### config.mk
export PLATFORM = sky130hd
export DESIGN_NAME = fpdc_fuzz
export DESIGN_NICKNAME = d
export VERILOG_FILES = /design/src/fpdc_pkg.sv /design/src/fpdc_fuzz.sv
export SDC_FILE = /design/constraint.sdc
export NUM_CORES = 1
export LEC_CHECK = 0
export ABC_AREA = 1
export BUFFER_PORTS_ARGS = -buffer_cell sky130_fd_sc_hd__buf_2
export CELL_PAD_IN_SITES_DETAIL_PLACEMENT = 1
export CELL_PAD_IN_SITES_GLOBAL_PLACEMENT = 1
export CORE_MARGIN = 2
export CORE_UTILIZATION = 51
export DETAILED_ROUTE_END_ITERATION = 10
export PLACE_DENSITY = 0.95
export SYNTH_ARGS = -nofsm -noshare
export SYNTH_HDL_FRONTEND = slang
export SYNTH_SLANG_ARGS = --single-unit
### constraint.sdc
create_clock -name clk -period 7.3 [get_ports clk]
set_clock_uncertainty 0.05 [all_clocks]
set_input_delay 1.095 -clock clk [delete_from_list [all_inputs] [get_ports clk]]
set_output_delay 1.095 -clock clk [all_outputs]
set_load 0.01 [all_outputs]
### src/fpdc_pkg.sv
`default_nettype none
package fpdc_pkg;

    localparam int NUM_SETS = 5;
    localparam int LANES    = 2 * NUM_SETS;
    localparam int RULES    = NUM_SETS * NUM_SETS;
    localparam int MU_BITS  = 16;
    localparam int Q_BITS   = 17;

    localparam logic [14:0] SPACING_RESET    = 15'd5120;
    localparam logic [14:0] HALF_WIDTH_RESET = 15'd5120;
    localparam logic [16:0] SAT_POS          = 17'd32767;
    localparam logic [16:0] SAT_NEG          = 17'd32768;

    typedef enum logic [1:0] {
        REG_CENTRE     = 2'd0,
        REG_SPACING    = 2'd1,
        REG_HALF_WIDTH = 2'd2
    } reg_index_t;

    typedef struct packed {
        logic signed [15:0] error_value;
        logic signed [15:0] error_change;
    } sample_t;

    typedef struct packed {
        logic signed [15:0] correction;
        logic               no_rule_fired;
    } result_t;

    typedef struct packed {
        logic signed [15:0] centre;
        logic [14:0]        spacing;
        logic [14:0]        half_width;
    } cfg_t;

    // lanes 0..4: error sets, lanes 5..9: error-change sets
    typedef logic [LANES-1:0][MU_BITS-1:0] lane_vec_t;

    typedef struct packed {
        logic        neg;
        logic        zero;
        logic [19:0] den;
        logic [38:0] mag;
    } avg_t;

    function automatic logic signed [17:0] centre_of(input cfg_t cfg, input int k);
        logic signed [17:0] c;
        logic signed [17:0] s1;
        logic signed [17:0] s2;
        c  = {{2{cfg.centre[15]}}, cfg.centre};
        s1 = {3'b000, cfg.spacing};
        s2 = {2'b00, cfg.spacing, 1'b0};
        case (k)
            0:       return c - s2;
            1:       return c - s1;
            2:       return c;
            3:       return c + s1;
            default: return c + s2;
        endcase
    endfunction

    // output set chosen by rule (i, j)
    function automatic int sel_of(input int i, input int j);
        int s;
        s = NUM_SETS + 1 - i - j;
        if (s < 0)
            s = 0;
        if (s > NUM_SETS - 1)
            s = NUM_SETS - 1;
        return s;
    endfunction

endpackage
`default_nettype wire

### src/fpdc_fuzz.sv
`default_nettype none
module fpdc_fuzz (
    input  wire logic              clk,
    input  wire logic              rst_n,
    input  wire logic              en,
    input  wire fpdc_pkg::cfg_t    cfg,
    input  wire logic              in_valid,
    input  wire fpdc_pkg::sample_t in_item,
    output logic                   out_valid,
    output fpdc_pkg::lane_vec_t    rest
);

    logic                           v1_reg;
    logic                           v2_reg;
    logic signed [fpdc_pkg::LANES-1:0][18:0] diff_reg;
    logic signed [fpdc_pkg::LANES-1:0][18:0] diff_next;
    fpdc_pkg::lane_vec_t            rest_reg;
    fpdc_pkg::lane_vec_t            rest_next;

    always_comb
    begin
        logic signed [17:0] c;
        logic signed [15:0] x;
        for (int l = 0; l < fpdc_pkg::LANES; l++)
        begin
            c = fpdc_pkg::centre_of(cfg, l % fpdc_pkg::NUM_SETS);
            x = (l < fpdc_pkg::NUM_SETS) ? in_item.error_value : in_item.error_change;
            diff_next[l] = $signed({{3{x[15]}}, x}) - $signed({c[17], c});
        end
    end

    // distance to centre, then the remainder the triangle leaves
    always_comb
    begin
        logic [18:0] d;
        for (int l = 0; l < fpdc_pkg::LANES; l++)
        begin
            d = diff_reg[l][18] ? 19'(-diff_reg[l]) : 19'(diff_reg[l]);
            if (d < {4'b0000, cfg.half_width})
                rest_next[l] = {1'b0, cfg.half_width - d[14:0]};
            else
                rest_next[l] = '0;
        end
    end

    always_ff @(posedge clk or negedge rst_n)
    begin
        if (!rst_n)
        begin
            v1_reg <= 1'b0;
            v2_reg <= 1'b0;
        end
        else if (en)
        begin
            v1_reg <= in_valid;
            v2_reg <= v1_reg;
        end
    end

    always_ff @(posedge clk)
    begin
        if (en)
        begin
            diff_reg <= diff_next;
            rest_reg <= rest_next;
        end
    end

    assign out_valid = v2_reg;
    assign rest      = rest_reg;

endmodule
`default_nettype wire

# Yosys cells after proc, flatten, opt, wreduce, memory -nomap -nowiden
# Cells that the tools add are included.
totals:
  regBits: 352
  latchBits: 0
  ramBits: 0
  mem_bits_ro: 0
  in_bits: 82
  output_inout_bits: 161
  wordCells: 86
  mem_count: 0
op_classes:
  add_sub_neg: 34
  multipliers: 0
  div: 0
  order_cmp: 10
  eq_ne: 0
  n_shift: 0
  n_mux: 10
  n_bitwise: 0
  reduce_logical: 0
op_table:
  columns: ["operator", "n"]
  rows:
  - ["less-than comparator 19 x 15 -> 1 bit", 10]
  - ["two-way mux 19 bit", 10]
  - ["negator 19 bit", 10]
  - ["subtractor 15 bit", 10]
  - ["subtractor 16 x 17 -> 18 bit", 5]
  - ["subtractor 16 x 18 -> 19 bit", 4]
  - ["subtractor 16 x 16 -> 17 bit", 3]
  - ["adder 16 x 17 -> 18 bit", 1]
  - ["adder 16 x 16 -> 17 bit", 1]

# Depth between registers and ports, before layout
logic_depth:
  depth_word: 3
  ltp_mapped: 23
  depth_no_buf: 22

# Worst setup path before layout
# OpenSTA, ideal clock, no wires.
synth_timing:
  path_kind: "input port to flip-flop"
  start: "input port cfg[31] in the netlist's numbering"
  end: "register diff_reg[113] in the netlist's numbering (data pin)"
  setup_ns: 0.252
  arrival_time_ns: 3.717
  required_time_ns: 6.998
  setup_slack_ns: 3.281
  path_stages: 19
  path_buffers: 0
  cell_sequence: "inv_1 -> ha_1 -> fa_1 -> inv_1 -> nand3_1 -> nand3_1 -> a21oi_1 -> xor2_1 -> ha_1 -> nand2_1 -> nor3_1 -> nand2_1 -> or2_2 -> o2111ai_1 -> nand3_1 -> nand3_1 -> nand2_1 -> nand3_1 -> nand2_1"
synth_lines:
  columns: ["element", "line", "rtl"]
  rows:
  - ["from (decl)", "fpdc_fuzz.sv:6", "input wire fpdc_pkg::cfg_t cfg,"]
  - ["to (signal assigned)", "fpdc_fuzz.sv:64", "diff_reg <= diff_next;"]
  - ["to (decl)", "fpdc_fuzz.sv:15", "logic signed [fpdc_pkg::LANES-1:0][18:0] diff_reg;"]

==> flow_summary.toml <==
[die]
io_pins = 243
std_cell_rows = 96
start_util = 0.515
die_h_um = 267
dieArea_um2 = 71500
die_w_um = 267
core_area_um2 = 68700

[final_layout]
largest_reg_flops = 178
fin_area_um2 = 38900
drive_gt1_frac = 0.104
fillerInstances = 8672
stdcell_count = 5804
syn2layout_area_growth_pct = 9.80
fin_util = 0.566
nets = 5418

[setup_path]
cp.arrival_ns = 5.42
cp-end-kind = "flop"
path_class = "flop to flop"
cp_max_fo = 15
critPathLaunchType = "flop"
worstPathRequired_ns = 7.67
r2r_cells = 19

[synth]
ys_types = 56
synth_top_family_by_area = "simple AND/OR/NAND/NOR gates"
yosys.area_share.simple = 0.237
synth.area.mux_share = 0
yosysTopAreaCellShare = 0.278
yosysWarnings = 0
postSynthAreaPerCell_um2 = 7.73
synth_top_area_cell = "edfxtp_1"
ys_top_cells_by_count = "935 x nand2_1, 723 x inv_1, 489 x ha_1"
async_flop_share = 0.00606
synth-xor-area-share = 0.101
synth_compound_area_frac = 0.106
ys_seq_elements = 330
synthCells = 4581
synth-edff-count = 328
yosys.cell_count.top_type = "nand2_1"
ys_seq_area_frac = 0.280
synth_ff_type = "edfxtp_1"
synthAdderAreaFrac = 0.186
synth_area_um2 = 35400
ys_top_cells_by_area = "edfxtp_1 28%, ha_1 17%, nand2_1 9.9%"

[clock_tree]
clk_path_buf_depth = 3
root_buffer = "clkbuf_16"
clock_sinks = 330
numCtsBuffers = 41
path_clk_slew_ns = 0.07
cts_setup_buffers = 0
cts_tree = "done"
cts_resized = 0
clk_latency_ns = 0.60
cts_hold_buf = 0
htreeDepth = 2

[sta]
tightest_slew_ns = 1.41
slew-limit-headroom = 0.0600
whs_ns = 0.223
slew_violations = 0
rsz0062_at_grt = "false"
setup_viol = 0
finalHoldViolCount = 0
worst_slack_ns = 2.25
fmax_ghz = 0.198
period_needed_ns = 5.05
tns_ns = 0
post-route-period-util = 0.692

[detailed_routing]
num_vias = 36200
drc = 0
met2_length_um = 66900
drtAntennaViolNets = 0
viasPerCell = 6.23
first_iter_violations = 4088
route.met3.wl_um = 17500
wl_met1_um = 56700
wl_per_cell_um = 26.7
wl_um = 155000
top_layer_used = "met5"
dr.pass1.iters = 8

[global_routing]
antenna_found_initial = 14
grt-ovfl-total = 0
grt_start_max_net_pins = 116
grt_pass1_vias = 37500
grt_first_pass_wirelength_um = 229000
track_usage = 0.425

[placed_design]
hpwl_um = 113000
port_buffers = 232
dp_slack_ns = 2.27
dp_cells = 5711
placed_area_um2 = 37500
routabilityCongestion = 0.999

[hold_path]
hold_class = "input pin to async pin"

[job]
maxCapViolCount = 0

[power]
power_mw = 13.0
switchingPower_mw = 6.56
vdd_drop_max_uv = 161
power.internal_mw = 6.47
p_sw_frac = 0.503
cellPowerDensity_nw_per_um2 = 335
power_leakage_nw = 19.9
seqPwrFrac = 0.241
pwr-share-clk = 0.164
comb_power_share = 0.596

[outcome]
status = "complete, no violations"
[cells in the final DEF, fill, tap and decap left out, types with 43 or more instances in the layout]
cell type  netlist  layout
ha_1           489     489
nand2_1        935     935
clkbuf_16        0      43
nand4_1         61      61
or2_2           50      50
nor2_1         348     348
nor3_1          67      67
a21oi_1        319     319
edfxtp_1       328     328
nand3_1        290     290
o21ai_0        117     117
xnor2_1         97      97
xor2_1         309     309
inv_1          723     723
buf_2            8     231
[final cells by class]
cell class	instances	area, um^2	share of cell area
inverters	740	2780	0.0715
flip-flops and latches	330	9900	0.255
clock buffers	50	1100	0.0284
repair buffers	246	1290	0.0332
diodes	18	45.0	0.00116
clock inverters	25	218	0.00560
multi-input cells	3464	22400	0.576
well taps	931	1160	0.0300
[power by group through the flow]
stage / Clock [mW] / Combinational [mW] / Sequential [mW]
5_1_grt: 2.19 / 8.34 / 3.15
4_1_cts: 2.12 / 7.50 / 3.10
2_1_floorplan: 0 / 5.04 / 3.05
3_3_place_gp: 0 / 6.62 / 3.06
3_5_place_dp: 0 / 7.22 / 3.12
6_report: 2.14 / 7.76 / 3.14
[final timing paths]
kind                                   to  slack, ns         start
min in group clk                out_valid       0.48        v1_reg
worst min-delay path               v1_reg       0.22         rst_n
worst max register to register  rest[118]       2.25  diff_reg[95]
max in group asynchronous       out_valid       6.88         rst_n
worst min register to register  out_valid       0.48        v1_reg
worst max-delay path            rest[118]       2.25  diff_reg[95]
[critical path, stage by stage (launching register included)]
cell and delay, ns:
edfxtp_1 0.61, inv_1 0.51, ha_1 0.25, inv_1 0.05
nor3_1 0.14, inv_1 0.10, nor3_1 0.37, nand2_1 0.17
nand2_1 0.13, xor2_1 0.24, ha_1 0.36, nand2_1 0.15
inv_1 0.09, a21oi_1 0.21, o2111ai_1 0.15, nand3_1 0.10
nand2_1 0.05, nand3_1 0.06, nand4_1 0.65, nor2_1 0.40
[logic make-up (layout without fill, tap and decap cells)]
logic type | Yosys count | in the layout
and+or+nand+nor | 1881 | 1881
buffers and inverters | 796 | 1061
AOI/OAI and AO/OA | 653 | 653
adders and majority gates | 513 | 513
xor gates and xnor gates | 407 | 407
DFF | 330 | 330
other | 1 | 28
[per-layer routing]
layer / track usage / vias up
met5: 0 / -
met4: 0.331 / 14
met3: 0.113 / 851
met2: 0.658 / 2388
met1: 0.502 / 17300
li1: - / 15600
No activity file was read; power rests on OpenSTA's default activity.
