File: config.mk
export PLATFORM = sky130hd
export DESIGN_NAME = fpdc_adiv
export DESIGN_NICKNAME = d
export VERILOG_FILES = /design/src/fpdc_pkg.sv /design/src/fpdc_adiv.sv
export SDC_FILE = /design/constraint.sdc
export NUM_CORES = 2
export LEC_CHECK = 0
export BUFFER_PORTS_ARGS = -buffer_cell sky130_fd_sc_hd__buf_2
export CAP_MARGIN = 10
export CORE_MARGIN = 1
export CORE_UTILIZATION = 64
export DETAILED_ROUTE_END_ITERATION = 10
export PLACE_DENSITY = 0.81
export RECOVER_POWER = 50
export SLEW_MARGIN = 10
export SYNTH_ARGS = -nofsm -noshare
export SYNTH_HDL_FRONTEND = slang
export SYNTH_SLANG_ARGS = --single-unit
export TNS_END_PERCENT = 50
File: constraint.sdc
create_clock -name clk -period 4.04 [get_ports clk]
set_input_delay 0.202 -clock clk [delete_from_list [all_inputs] [get_ports clk]]
set_output_delay 0.202 -clock clk [all_outputs]
set_load 0.02 [all_outputs]
File: src/fpdc_pkg.sv
`default_nettype none
package fpdc_pkg;

    localparam int NUM_SETS = 5;
    localparam int LANES    = 2 * NUM_SETS;
    localparam int RULES    = NUM_SETS * NUM_SETS;
    localparam int MU_BITS  = 16;
    localparam int Q_BITS   = 17;

    localparam logic [14:0] SPACING_RESET    = 15'd5120;
    localparam logic [14:0] HALF_WIDTH_RESET = 15'd5120;
    localparam logic [16:0] SAT_POS          = 17'd32767;
    localparam logic [16:0] SAT_NEG          = 17'd32768;

    typedef enum logic [1:0] {
        REG_CENTRE     = 2'd0,
        REG_SPACING    = 2'd1,
        REG_HALF_WIDTH = 2'd2
    } reg_index_t;

    typedef struct packed {
        logic signed [15:0] error_value;
        logic signed [15:0] error_change;
    } sample_t;

    typedef struct packed {
        logic signed [15:0] correction;
        logic               no_rule_fired;
    } result_t;

    typedef struct packed {
        logic signed [15:0] centre;
        logic [14:0]        spacing;
        logic [14:0]        half_width;
    } cfg_t;

    // lanes 0..4: error sets, lanes 5..9: error-change sets
    typedef logic [LANES-1:0][MU_BITS-1:0] lane_vec_t;

    typedef struct packed {
        logic        neg;
        logic        zero;
        logic [19:0] den;
        logic [38:0] mag;
    } avg_t;

    function automatic logic signed [17:0] centre_of(input cfg_t cfg, input int k);
        logic signed [17:0] c;
        logic signed [17:0] s1;
        logic signed [17:0] s2;
        c  = {{2{cfg.centre[15]}}, cfg.centre};
        s1 = {3'b000, cfg.spacing};
        s2 = {2'b00, cfg.spacing, 1'b0};
        case (k)
            0:       return c - s2;
            1:       return c - s1;
            2:       return c;
            3:       return c + s1;
            default: return c + s2;
        endcase
    endfunction

    // output set chosen by rule (i, j)
    function automatic int sel_of(input int i, input int j);
        int s;
        s = NUM_SETS + 1 - i - j;
        if (s < 0)
            s = 0;
        if (s > NUM_SETS - 1)
            s = NUM_SETS - 1;
        return s;
    endfunction

endpackage
`default_nettype wire

File: src/fpdc_adiv.sv
`default_nettype none
module fpdc_adiv (
    input  wire logic             clk,
    input  wire logic             rst_n,
    input  wire logic             en,
    input  wire logic             in_valid,
    input  wire fpdc_pkg::avg_t   avg,
    output logic                  out_valid,
    output fpdc_pkg::result_t     result
);

    logic           v_reg   [fpdc_pkg::Q_BITS];
    fpdc_pkg::avg_t a_reg   [fpdc_pkg::Q_BITS];
    logic [19:0]    rem_reg [fpdc_pkg::Q_BITS];
    logic [16:0]    q_reg   [fpdc_pkg::Q_BITS];

    logic              vo_reg;
    fpdc_pkg::result_t res_reg, res_next;

    // quotient fits 17 bits: the average lies between the output centres
    for (genvar s = 0; s < fpdc_pkg::Q_BITS; s++)
    begin : g_step
        logic           v_in;
        fpdc_pkg::avg_t a_in;
        logic [19:0]    rem_in;
        logic [16:0]    q_in;
        logic [20:0]    t;
        logic           ge;

        if (s == 0)
        begin : g_first
            assign v_in   = in_valid;
            assign a_in   = avg;
            assign rem_in = avg.mag[36:17];
            assign q_in   = '0;
        end
        else
        begin : g_next
            assign v_in   = v_reg[s-1];
            assign a_in   = a_reg[s-1];
            assign rem_in = rem_reg[s-1];
            assign q_in   = q_reg[s-1];
        end

        assign t  = {rem_in, a_in.mag[fpdc_pkg::Q_BITS-1-s]};
        assign ge = t >= {1'b0, a_in.den};

        always_ff @(posedge clk or negedge rst_n)
        begin
            if (!rst_n)
                v_reg[s] <= 1'b0;
            else if (en)
                v_reg[s] <= v_in;
        end

        always_ff @(posedge clk)
        begin
            if (en)
            begin
                a_reg[s]   <= a_in;
                rem_reg[s] <= ge ? 20'(t - {1'b0, a_in.den}) : t[19:0];
                q_reg[s]   <= {q_in[15:0], ge};
            end
        end
    end

    always_comb
    begin
        logic [16:0]    q;
        fpdc_pkg::avg_t a;
        logic [16:0]    nq;
        q  = q_reg[fpdc_pkg::Q_BITS-1];
        a  = a_reg[fpdc_pkg::Q_BITS-1];
        nq = 17'(-q);
        res_next.no_rule_fired = a.zero;
        if (a.zero)
            res_next.correction = '0;
        else if (a.neg)
            res_next.correction = (q > fpdc_pkg::SAT_NEG) ? 16'sh8000 : $signed(nq[15:0]);
        else
            res_next.correction = (q > fpdc_pkg::SAT_POS) ? 16'sh7fff : $signed(q[15:0]);
    end

    always_ff @(posedge clk or negedge rst_n)
    begin
        if (!rst_n)
            vo_reg <= 1'b0;
        else if (en)
            vo_reg <= v_reg[fpdc_pkg::Q_BITS-1];
    end

    always_ff @(posedge clk)
    begin
        if (en)
            res_reg <= res_next;
    end

    assign out_valid = vo_reg;
    assign result    = res_reg;

endmodule
`default_nettype wire

* Word level (Yosys, flattened, before mapping)
Memory sizes are Yosys's and may differ from the RTL's. Cells that the tools add are included.
Cells by class: $add $sub $neg 18, order comparisons 19, muxes and demuxes 22
Operators by type and width (count):
- 21-bit by 20-bit greater-or-equal comparator with 1-bit output | 17
- 20-bit 2-to-1 mux | 17
- 20-bit subtractor | 17
- 16-bit 2-to-1 mux | 3
- 17-bit by 15-bit > comparator with 1-bit output, second input constant | 1
- 17-bit by 16-bit > comparator with 1-bit output, second input constant | 1
- 16-bit negation | 1
- 1-bit 2-to-1 mux | 2
Storage, ports and cells: input bits 65, output and inout bits 18, bits in registers 35, memories kept 3, RAM bits 1666, logic and storage cells 82
Memories:
- a_reg | depth 17, width 61, rd ports 17, clocked after Yosys merged registers in 0, wr ports 17, RTL line fpdc_adiv.sv:13 | fpdc_pkg::avg_t a_reg [fpdc_pkg::Q_BITS];
- rem_reg | depth 17, width 20, rd ports 16, clocked after Yosys merged registers in 0, wr ports 17, RTL line fpdc_adiv.sv:14 | logic [19:0] rem_reg [fpdc_pkg::Q_BITS];
- q_reg | depth 17, width 17, rd ports 17, clocked after Yosys merged registers in 0, wr ports 17, RTL line fpdc_adiv.sv:15 | logic [16:0] q_reg [fpdc_pkg::Q_BITS];

* Depth between registers and ports, before layout
An unclocked memory read counts as a cell.
depth after elaboration 4, depth in mapped cells 13, gate-level depth less buffers 11

* Worst setup path after synthesis
OpenSTA, ideal clock, no wires.
path type register -> register, start mem rem_reg[3][14] (netlist: rem_reg[0][74]), end mem rem_reg[4][2] (netlist: rem_reg[0][82]), data pin, period minus slack after synthesis 2957 ps, stages on the path, launching flop included 11, arrival 2697 ps, buffers on the path 2, setup time 260 ps, required time 3780 ps, setup slack 1083 ps, cells stage by stage edfxtp_1 ha_1 buf_2 and3_1 and2_1 a221oi_1 o21ai_1 o2111a_1 a2111oi_4 buf_4 mux2_2
RTL lines (RTL line):
- from (decl) | fpdc_adiv.sv:14

==> metrics <==
number of gates resized after CTS 0; via/cell ratio approximately 6.0; number of flip-flops in the largest register 490; clock-pin transition on the worst setup and hold timing paths 0.06 ns; Area growth, synth to finish 10.88%; Worst Setup Slack post-DPL 0.6304 ns; Min-Delay Path Class input pin to flop; routability congestion estimate from global placement 0.9292; number of vias in the routed layout 33,440; top achievable clock speed approximately 280 MHz; clock insertion delay at the later pin of the skew report 0.69 ns; horizontal die dimension 287.2 um; clock tree from TritonCTS done; share of post-route cells with drive strength above 1 10.65%; total die area 82,490 sq um; maximum count of clock buffers along a single path 3; peak supply drop approximately 420 uV; Setup violations, final 0; most used cells in the layout excluding fill and tap cells sky130_fd_sc_hd__edfxtp_1 (980), sky130_fd_sc_hd__inv_1 (426), sky130_fd_sc_hd__ha_1 (342), sky130_fd_sc_hd__a21oi_1 (299), sky130_fd_sc_hd__o21ai_0 (245); initial antenna violation count 1; leakage power figure 23.05 nW; Core ar. a little over 80,000 sq um; leftover overflow at the end of global routing 0; Max-cap violations 3; initial standard-cell utilization of the core ~65%; Switching Power roughly 15 mW; library cell used as clock root buffer sky130_fd_sc_hd__clkbuf_16; number of synthesized register bits 998; Setup crit start kind flop; crit path DAT roughly 4 ns; part of the total power dissipated in combinational logic 42.2%; library cell contributing the largest single delay on the critical path sky130_fd_sc_hd__edfxtp_1; total count of hold-check failures in the final report 0; sequential power share 36.8%; number of instances in the synthesized netlist 4,253; total of warnings raised by yosys 0; time the final worst path needs with I/O delays and setup 3.533 ns; number of sinks driven by the clock tree 998; detailed router's first-iteration violation count 2,266; overall global routing resource usage 25.46%; number of distinct library cell variants in the gate-level netlist after synthesis 91; Crit Path Category flop to flop; fraction of the mapped netlist area in compound gates 12.95%; clock tree skew after final layout 0.05787 ns; number of synthesized flops with an enable pin 980; smallest setup slack after layout 0.5071 ns; final-report max-slew violation count 202; count of buffer and inverter cells on the critical path 1; net count after synthesis between 4,000 and 5,000; drt pass-1 iters 6; cell row count 104; Num CTS Buffers 101; clock network fraction of design power 21.0%; critical path endpoint category flop; predominant post-synthesis flop cell sky130_fd_sc_hd__edfxtp_1; NumNets Final between 4,000 and 5,000; setup_tns 0 ns; Rel. slew slack -90.93%; PortBufs 80; Finished Core Util 71.67%; share of synthesized cell area in and, or, nand and nor gates under 10%; power density normalized to cell area 756.7 nW/um^2; Adder-Cell Fraction of Synth Area 8.834%; Cell Area, Synth 52,060 sq um; most frequent standard cell in the layout excluding fill and tap cells sky130_fd_sc_hd__edfxtp_1; total cell area at the placement stage 53,960 sq um; delay of the slowest cell on the worst path 0.40 ns; worst-path cell chain ha_1 -> o21ai_0 -> a21oi_1 -> o311ai_1 -> a31o_2 -> o21ai_1 -> o2111a_1 -> a2111oi_4 -> buf_4 -> mux2_2; wire length of the first global-routing pass 167,100 um; violated checks max-capacitance violations, max-slew violations; Final period util between 80% and 90%; placed cell count around 5,300; I/O pin total 83; sum of net half-perimeters after detailed placement 74,220 um; dominant combinational cell family by area after synthesis compound AO/OA/AOI/OAI gates; actual transition at the worst max-transition pin around 2.9 ns; maximum number of pins on one net before global-route repair 101; routed wire length 104,700 um; worst endpoint required time 4.42 ns; post-synthesis mux area share 4.867%; switching share of total power around a third; register area share after synthesis 57.39%; vias in the first global route 32,920; total internal power 28.28 mW; CP delay by family, top compound AO/OA/AOI/OAI gates; antenna violation net count after detailed routing 0; Post-Synthesis Mean Instance Area 12.24 sq um; critical path peak fanout 21; per-cell routed wire length 18.71 um; result of the run complete, but fails checks; share of flip-flops with an asynchronous set or reset after synthesis 1.804%; xor and xnor fraction of the mapped netlist area 3.970%; Remaining DRCs 0; post-CTS setup buffer count 0; unrepaired setup endpoints after global routing no; final std cells w/o fill 5,598; count of H-tree levels built during CTS 3; total non-filler cell area in the finished layout about 58,000 sq um; Vert. Die Dim 287.2 um; hold bufs inserted after CTS around 60
==> through the flow <==
| stage | hold WS (ns) | power (mW) |
|---|---|---|
| 2_1_floorplan | -0.09359 | 29.77 |
| 3_3_place_gp | 0.1419 | 33.73 |
| 3_5_place_dp | 0.1475 | 34.21 |
| 4_1_cts | 0.01687 | 43.69 |
| 5_1_grt | 0.08418 | 46.32 |
| 6_report | 0.05632 | 43.68 |
==> tightest hold or removal path, delay by kind of cell <==
family | cells | cell delay, ns
buf+inv | 1 | 0.10
compound gates | 2 | 0.26
==> routing by layer <==
metal  track usage (%)  share of wire (%)
met5                 0                  0
met2             45.52                 52
met1             31.03                 40
met3             3.714                4.9
met4             9.814                3.2
==> Yosys cell counts, drive strengths merged, types with 20 or more instances <==
cell type	count	area (sq um)
inv	426	1599
ha	342	4279
nand4	53	337.8
o31a	22	192.7
a31oi	39	244.0
nor2	234	878.3
nand2b	50	312.8
a21o	122	915.9
xnor2	152	1331
o31ai	33	252.7
o21ai	250	1255
buf	41	229.0
o21a	67	503.0
edfxtp	980	29430
o21bai	23	172.7
nor3	59	311.5
or3	22	137.6
clkbuf	62	232.7
a21oi	302	1511
a211oi	23	172.7
xor2	84	735.7
nand3	69	345.3
nand2	220	825.8
nor2b	46	287.8
mux2i	27	270.3
and3	20	125.1
mux2	201	2263
==> cell type report <==
type	instances	area (sq um)
tap	1060	1326
inverter	426	1599
clock inverter	72	701.9
fill	5416	22820
clock buffer	118	2591
antenna	1	2.502
timing repair buffer	197	1441
sequential	998	29880
multi-input combinational	2726	20190
==> logic make-up (layout without fill, tap and decap cells) <==
logic type	count (synthesis)	in the layout
flops	998	998
simple gates	855	855
xor+xnor	236	236
mux	228	228
other cells	0	1
buf+inv	529	813
compound gates	1049	1049
fa+ha+maj	358	358
==> final timing paths <==
check,slack (ns),startpoint,cells after the start,to
hold / removal,0.06,avg[36],3,rem_reg[0][17]
min in group asynchronous,0.70,rst_n,3,g_step[8].v_in
setup / recovery,0.51,rem_reg[0][61],10,rem_reg[0][82]
hold reg to reg,0.41,q_reg[14][4],0,q_reg[15][5]
max in group asynchronous,2.85,rst_n,3,g_step[16].v_in
setup reg to reg,0.51,rem_reg[0][61],10,rem_reg[0][82]
==> power by group through the flow <==
stage / Combinational, mW / Clock [mW] / Sequential [mW]
global route: 20.3 / 9.76 / 16.3
CTS: 18.3 / 9.35 / 16.1
floorplan: 14.1 / 0 / 15.7
finish: 18.4 / 9.19 / 16.1
global placement: 17.6 / 0 / 16.2
detailed placement: 18.0 / 0 / 16.2
No activity file was read; power rests on OpenSTA's default activity.
